===== src/hw/rtl/css_pkg.sv =====
package css_pkg;

   typedef struct packed {
      logic [8:0]         sensor_normal_mask;
      logic               flow_normal;
      logic signed [15:0] return_temp;
      logic signed [15:0] target_temp;
      logic               compressor_on;
      logic               geo_pump_ready;
      logic               loop1_pump_ready;
      logic               loop2_pump_ready;
      logic [31:0]        seconds_now;
   } css_req_type;

   typedef struct packed {
      logic [1:0] command;
      logic [2:0] pump_start_mask;
      logic [2:0] pump_stop_mask;
      logic       compressor_start;
      logic       compressor_stop;
      logic       sequence_result;
   } css_rsp_type;

   localparam logic [1:0] CMD_NONE  = 2'd0;
   localparam logic [1:0] CMD_START = 2'd1;
   localparam logic [1:0] CMD_STOP  = 2'd2;

   localparam logic [8:0] SENSOR_ALL = 9'h1FF;

   localparam logic [2:0] PUMP_GEO   = 3'b001;
   localparam logic [2:0] PUMP_LOOP1 = 3'b010;
   localparam logic [2:0] PUMP_LOOP2 = 3'b100;

   localparam logic [0:0] CSR_START_DELAY = 1'b0;
   localparam logic [0:0] CSR_STOP_DELAY  = 1'b1;

   localparam int unsigned DELAY_WIDTH = 16;
   localparam logic [DELAY_WIDTH-1:0] DELAY_RESET = 16'd30;

endpackage


===== src/hw/rtl/css_step.sv =====
module css_step (
   input  logic                clock,
   input  logic                reset,
   input  logic                advance,
   input  css_pkg::css_req_type req,
   input  logic [15:0]         start_delay,
   input  logic [15:0]         stop_delay,
   output css_pkg::css_rsp_type rsp
);
   import css_pkg::*;

   localparam logic [2:0] PH0 = 3'd0;
   localparam logic [2:0] PH1 = 3'd1;
   localparam logic [2:0] PH2 = 3'd2;
   localparam logic [2:0] PH3 = 3'd3;
   localparam logic [2:0] PH4 = 3'd4;

   logic [2:0]  start_phase_ff, start_phase_in;
   logic [2:0]  stop_phase_ff, stop_phase_in;
   logic [31:0] start_stamp_ff, start_stamp_in;
   logic [31:0] stop_stamp_ff, stop_stamp_in;

   always_comb begin
      logic        run_ok;
      logic [1:0]  cmd;
      logic [2:0]  sp;
      logic [2:0]  tp;
      logic [31:0] sst;
      logic [31:0] tst;
      logic [31:0] elapsed;
      run_ok = (req.return_temp < req.target_temp) &&
               (req.sensor_normal_mask == SENSOR_ALL) && req.flow_normal;
      if (run_ok) begin
         cmd = req.compressor_on ? CMD_NONE : CMD_START;
      end else begin
         cmd = req.compressor_on ? CMD_STOP : CMD_NONE;
      end
      sp  = start_phase_ff;
      tp  = stop_phase_ff;
      sst = start_stamp_ff;
      tst = stop_stamp_ff;
      rsp = '0;
      rsp.command = cmd;
      elapsed = '0;
      if (cmd == CMD_START) begin
         if (sp == PH0) begin
            rsp.pump_start_mask = rsp.pump_start_mask | PUMP_GEO;
            rsp.sequence_result = req.geo_pump_ready;
            if (req.geo_pump_ready) sp = PH1;
         end
         if (sp == PH1) begin
            rsp.pump_start_mask = rsp.pump_start_mask | PUMP_LOOP1;
            rsp.sequence_result = req.loop1_pump_ready;
            if (req.loop1_pump_ready) sp = PH2;
         end
         if (sp == PH2) begin
            rsp.pump_start_mask = rsp.pump_start_mask | PUMP_LOOP2;
            rsp.sequence_result = req.loop2_pump_ready;
            if (req.loop2_pump_ready) begin
               sst = req.seconds_now;
               sp  = PH3;
            end
         end
         elapsed = req.seconds_now - sst;
         if (sp == PH3) begin
            if (elapsed >= {16'd0, start_delay}) sp = PH4;
         end
         if (sp == PH4) begin
            rsp.compressor_start = 1'b1;
            rsp.sequence_result  = 1'b1;
            sp = PH0;
         end
      end else if (cmd == CMD_STOP) begin
         if (tp == PH0) begin
            rsp.compressor_stop = 1'b1;
            rsp.sequence_result = 1'b1;
            tp  = PH1;
            tst = req.seconds_now;
         end
         elapsed = req.seconds_now - tst;
         if (tp == PH1) begin
            if (elapsed >= {16'd0, stop_delay}) tp = PH2;
         end
         if (tp == PH2) begin
            rsp.pump_stop_mask  = rsp.pump_stop_mask | PUMP_LOOP2;
            rsp.sequence_result = req.loop2_pump_ready;
            if (req.loop2_pump_ready) tp = PH3;
         end
         if (tp == PH3) begin
            rsp.pump_stop_mask  = rsp.pump_stop_mask | PUMP_LOOP1;
            rsp.sequence_result = req.loop1_pump_ready;
            if (req.loop1_pump_ready) tp = PH4;
         end
         if (tp == PH4) begin
            rsp.pump_stop_mask  = rsp.pump_stop_mask | PUMP_GEO;
            rsp.sequence_result = req.geo_pump_ready;
            tp = PH0;
         end
      end
      start_phase_in = sp;
      stop_phase_in  = tp;
      start_stamp_in = sst;
      stop_stamp_in  = tst;
   end

   always_ff @(posedge clock) begin
      if (reset) begin
         start_phase_ff <= PH0;
         stop_phase_ff  <= PH0;
         start_stamp_ff <= '0;
         stop_stamp_ff  <= '0;
      end else if (advance) begin
         start_phase_ff <= start_phase_in;
         stop_phase_ff  <= stop_phase_in;
         start_stamp_ff <= start_stamp_in;
         stop_stamp_ff  <= stop_stamp_in;
      end
   end

endmodule


===== src/hw/rtl/compressor_start_stop_sequencer.sv =====
// A request accepted into the input register is loaded into the response register
// when the pipeline advances; its response is then held there until it is taken.
// Throughput: one request per cycle while rsp_stall is low; the start/stop decision
// and the phase fall-through are settled combinationally between the two registers.
// Reset (synchronous, active high) clears both sequence phases and time stamps,
// empties the pipeline and loads 30 seconds into both delay registers.
module compressor_start_stop_sequencer (
   input  logic                 clock,
   input  logic                 reset,
   input  logic                 req_valid,
   output logic                 req_stall,
   input  css_pkg::css_req_type  req_data,
   output logic                 rsp_valid,
   input  logic                 rsp_stall,
   output css_pkg::css_rsp_type  rsp_data,
   input  logic                 csr_write_enable,
   input  logic [0:0]           csr_index,
   input  logic [15:0]          csr_write_data
);
   import css_pkg::*;

   logic        in_valid_ff;
   css_req_type in_data_ff;
   logic        out_valid_ff;
   css_rsp_type out_data_ff;
   css_rsp_type step_rsp;
   logic [DELAY_WIDTH-1:0] start_delay_ff;
   logic [DELAY_WIDTH-1:0] stop_delay_ff;
   logic        out_ready;
   logic        advance;
   logic        in_ready;

   assign out_ready = !out_valid_ff || !rsp_stall;
   assign advance   = in_valid_ff && out_ready;
   assign in_ready  = !in_valid_ff || out_ready;
   assign req_stall = !in_ready;
   assign rsp_valid = out_valid_ff;
   assign rsp_data  = out_data_ff;

   css_step u_step (
      .clock       (clock),
      .reset       (reset),
      .advance     (advance),
      .req         (in_data_ff),
      .start_delay (start_delay_ff),
      .stop_delay  (stop_delay_ff),
      .rsp         (step_rsp)
   );

   always_ff @(posedge clock) begin
      if (reset) begin
         start_delay_ff <= DELAY_RESET;
         stop_delay_ff  <= DELAY_RESET;
      end else if (csr_write_enable) begin
         unique case (csr_index)
            CSR_START_DELAY: start_delay_ff <= csr_write_data;
            CSR_STOP_DELAY:  stop_delay_ff  <= csr_write_data;
            default: ;
         endcase
      end
   end

   always_ff @(posedge clock) begin
      if (reset) begin
         in_valid_ff <= 1'b0;
      end else if (in_ready) begin
         in_valid_ff <= req_valid;
      end
      if (in_ready && req_valid) begin
         in_data_ff <= req_data;
      end
   end

   always_ff @(posedge clock) begin
      if (reset) begin
         out_valid_ff <= 1'b0;
      end else if (out_ready) begin
         out_valid_ff <= in_valid_ff;
      end
      if (advance) begin
         out_data_ff <= step_rsp;
      end
   end

   a_idle_response: assert property (@(posedge clock) disable iff (reset)
      (rsp_valid && rsp_data.command == CMD_NONE) |->
         (rsp_data.pump_start_mask == 3'd0 && rsp_data.pump_stop_mask == 3'd0 &&
          !rsp_data.compressor_start && !rsp_data.compressor_stop &&
          !rsp_data.sequence_result))
      else $error("idle command produced sequence activity");

   a_start_only: assert property (@(posedge clock) disable iff (reset)
      (rsp_valid && rsp_data.command == CMD_START) |->
         (rsp_data.pump_stop_mask == 3'd0 && !rsp_data.compressor_stop))
      else $error("start command produced stop activity");

   a_stop_only: assert property (@(posedge clock) disable iff (reset)
      (rsp_valid && rsp_data.command == CMD_STOP) |->
         (rsp_data.pump_start_mask == 3'd0 && !rsp_data.compressor_start))
      else $error("stop command produced start activity");

   a_stall_when_full: assert property (@(posedge clock) disable iff (reset)
      req_stall |-> (in_valid_ff && out_valid_ff && rsp_stall))
      else $error("request stalled while pipeline could move");

endmodule


===== config.mk =====
export PLATFORM = sky130hd
export DESIGN_NAME = compressor_start_stop_sequencer
export DESIGN_NICKNAME = d
export VERILOG_FILES = /design/src/hw/rtl/css_pkg.sv /design/src/hw/rtl/css_step.sv /design/src/hw/rtl/compressor_start_stop_sequencer.sv
export SDC_FILE = /design/constraint.sdc
export NUM_CORES = 1
export LEC_CHECK = 0
export BUFFER_PORTS_ARGS = -buffer_cell sky130_fd_sc_hd__buf_2
export CAP_MARGIN = 0
export CORE_ASPECT_RATIO = 0.8
export CORE_MARGIN = 3
export CORE_UTILIZATION = 50
export DETAILED_ROUTE_END_ITERATION = 8
export PLACE_DENSITY = 0.73
export SLEW_MARGIN = 40
export SYNTH_ARGS = -nofsm -noshare
export SYNTH_HDL_FRONTEND = slang
export SYNTH_SLANG_ARGS = --single-unit

===== constraint.sdc =====
create_clock -name clock -period 13.05 [get_ports clock]
set_clock_uncertainty 0.1 [all_clocks]
set_input_delay 1.9575 -clock clock [delete_from_list [all_inputs] [get_ports clock]]
set_output_delay 1.9575 -clock clock [all_outputs]
set_load 0.01 [all_outputs]

==> summary.md <==
| Metric | Value |
|---|---|
| GR met1 Demand/Resource | 34.1% |
| Vias per inst | 5.91 |
| #FFs+latches synth | 193 |
| Die Y | 146 um |
| CP Max Fanout | 37 |
| Endpoints failing setup | 0 |
| Netlist cell types | 84 |
| Slack of the critical path | 6.54 ns |
| PwrDens | 117 nW/um2 |
| CP Capture Type | flop |
| Routed wire per std cell | 17.3 um |
| Post-synth EDFFs | 89 |
| Post-CTS setup buffers | 0 |
| Total gr overflow | 0 |
| Critical Path Source Type | flop |
| Max VDD drop | 0.0851 mV |
| PortBufs | 112 |
| Clk buf depth | 2 |
| Hold WS | 0.358 ns |
| Leak | 5.65 nW |
| Final Max Tran Viols | 0 |
| Async SR Flop Fraction | 0% |
| H-tree levels | 4 |
| # IOs | 113 |
| Initial antenna violation count | 0 |
| Antenna fix cells | 0 |
| Post-synthesis sequential area ratio | 38.9% |
| First-pass GRT wire length | 49000 um |
| Gate Count Post-Synth | 1334 |
| WP data arrival | 6.57 ns |
| Die width | 181 um |
| Critical Path RT | 13.11 ns |
| CTS tree | built |
| Grt peak-use layer | met2 |
| Area leader, netlist | edfxtp_1 |
| Worst hold path type | reg -> reg |
| Setup TNS | 0 ns |
| Nets | 1627 |
| Tightest Pin Transition | 0.948 ns |
| Vias in the first global route | 9308 |
| Average size of a mapped cell | 9.16 um2 |
| Clk_lat worst skew | 0.45 ns |
| Hold buffers post-CTS | 0 |
| Maximum clock frequency | 154 MHz |
| Die Area | 26300 um2 |
| Post-route ant nets | 0 |
| Max-cap violation count | 0 |
| Via count | 10300 |
| Clock Root Buffer | clkbuf_16 |
| DR pass1 iterations | 6 |
| Crit path kind | reg -> reg |
| Synth-to-layout area growth | 11.9% |
| DRC | 0 |
| M2 GR Usage | 34.2% |
| Final wirelength | 30200 um |
| Yosys top cell area share | 21.9% |
| Layout cell share with drive strength beyond 1 | 13.3% |
| Outcome | finished clean |
| Mapped Nets | 1542 |
| HPWL after DPL | 23100 um |
| Final Total Pwr | 1.60 mW |
| M3 GR Usage | 4.80% |
| Clock slew at reported path FFs | 0.07 ns |
| TritonCTS Buffers | 17 |
| Post-Synthesis Cell Area | 12200 um2 |
| Tcrit/Tclk final | 49.9% |
| FP Rows | 50 |
| Tmin final | 6.51 ns |
| Number of synthesis warnings | 0 |
| Final hold violations | 0 |
| CORE AREA | 23700 um2 |
| DRT iter0 DRCs | 933 |
| RePlAce Congestion | 0.929 |
| Post-synth top flop | dfxtp_1 |
| RSZ-0062 raised after global routing | false |
| Area contributors post-synth | edfxtp_1 (22%), dfxtp_1 (17%), ha_1 (11%) |
| Clk sink count | 193 |
| Pre-CTS setup slack | 6.75 ns |
| Initial Utilization | 51.5% |
| GRT Total Usage | 22.8% |
| Worst slew margin | 36.2% |
| Post-cts resize count | 0 |
| Largest net degree at the start of global routing | 79 |
[report_power, final]
group	internal (mW)	leakage, nW	switching [mW]	total [mW]
Clock	0.281	0.289	0.239	0.520
Combinational	0.164	3.65	0.233	0.397
Sequential	0.662	1.71	0.0222	0.684
Total	1.11	5.65	0.494	1.60
[area by class of cell]
class | instances | area [um2]
inverter | 69 | 259
clock buffer | 21 | 504
tap | 312 | 390
timing repair buffer | 122 | 669
sequential | 193 | 4750
clock inverter | 11 | 88.8
multi-input combinational | 1016 | 7000
fill | 2095 | 10000
[critical path, stage by stage (launching register included)]
cell and delay [ns]:
edfxtp_1 0.50, o21ai_0 0.26, nor2_1 0.06, a21oi_1 0.18
nor2_1 0.07, nand2_2 0.08, buf_4 0.52, nor2_1 0.10
a21oi_1 0.30, ha_1 0.29, nor2b_1 0.14, o31a_1 0.27
o21a_1 0.22, o21ai_2 0.23, o21bai_1 0.10, a21o_1 0.21
xor2_1 0.15, ha_1 0.29, nand4_1 0.09, nor2_1 0.08
a21oi_1 0.20, nand4_1 0.12, nor4_1 0.23, nand4b_1 0.12
nor4_1 0.20, nand3_1 0.16, nor4_1 0.80, nor3_1 0.11
[Yosys cell counts, types with 4 or more instances]
cell type / n
a211o_1: 10
a211oi_1: 65
a21boi_0: 4
a21o_1: 31
a21oi_1: 113
a31oi_1: 10
and2_1: 7
and3_1: 9
buf_1: 9
buf_2: 5
clkbuf_1: 40
dfxtp_1: 104
edfxtp_1: 89
ha_1: 106
inv_1: 68
mux2i_1: 67
nand2_1: 119
nand2b_1: 18
nand3_1: 32
nand3b_1: 7
nand4_1: 17
nor2_1: 138
nor2b_1: 14
nor3_1: 19
nor4_1: 9
o2111ai_1: 5
o211ai_1: 8
o21a_1: 10
o21ai_0: 50
o21ai_1: 7
o31ai_1: 6
or2_2: 6
or3_1: 11
xnor2_1: 25
xor2_1: 21
[placed cells by master, fill, tap and decap left out, types with 11 or more instances in the layout]
| cell type | instances |
|---|---|
| nor2b_1 | 13 |
| dfxtp_1 | 104 |
| o21ai_0 | 50 |
| nor3_1 | 18 |
| nand4_1 | 17 |
| a21oi_1 | 113 |
| inv_1 | 68 |
| xnor2_1 | 25 |
| mux2i_1 | 67 |
| a211oi_1 | 64 |
| nor2_1 | 137 |
| buf_2 | 111 |
| or3_1 | 11 |
| xor2_1 | 21 |
| edfxtp_1 | 89 |
| nand3_1 | 32 |
| ha_1 | 106 |
| clkbuf_16 | 20 |
| a21o_1 | 31 |
| nand2_1 | 118 |
| nand2b_1 | 18 |
[logic make-up after synthesis]
| kind of cell | after synthesis | synth area share (%) |
|---|---|---|
| AOI/OAI and AO/OA | 366 | 20.2 |
| xor gates and xnor gates | 46 | 3.30 |
| adders and majority gates | 108 | 11.2 |
| buffers and inverters | 125 | 4.05 |
| DFF | 193 | 38.9 |
| muxes | 70 | 5.80 |
| and+or+nand+nor | 426 | 16.6 |
[worst paths after layout]
kind | startpoint | endpoint | slack (ns) | cells past startpoint
max | in_data_ff[34] | rsp_data[2] | 6.54 | 27
min | start_delay_ff[11] | start_delay_ff[11] | 0.36 | 2
max reg2reg | in_data_ff[34] | rsp_data[2] | 6.54 | 27
min reg2reg | start_delay_ff[11] | start_delay_ff[11] | 0.36 | 2
[per-layer routing]
layer  up-vias  wire length (um)  part of all wire (%)
met3        29              2180                   7.2
met5         -                 0                     0
li1       5078                 -                     -
met1      4831             14700                    48
met2       361             13100                    43
met4         0               319                   1.1
[metrics by stage]
step                      util, %  instances  area, um2
after global routing         57.6       1744      13700
after detailed placement     55.1       1712      13100
after floorplan                 -       1334      12200
after global placement       54.9       1710      13000
final                        57.6       1744      13700
after CTS                    57.6       1744      13700
[flip-flops by register name, summed over array words and instances (netlist names), 3 cells and up]
name	cells
rsp_data	11
start_delay_ff	16
u_step.start_stamp_ff	32
u_step.stop_stamp_ff	32
u_step.start_phase_ff	3
stop_delay_ff	16
in_data_ff	78
u_step.stop_phase_ff	3
(Power assumes the default switching activity.)
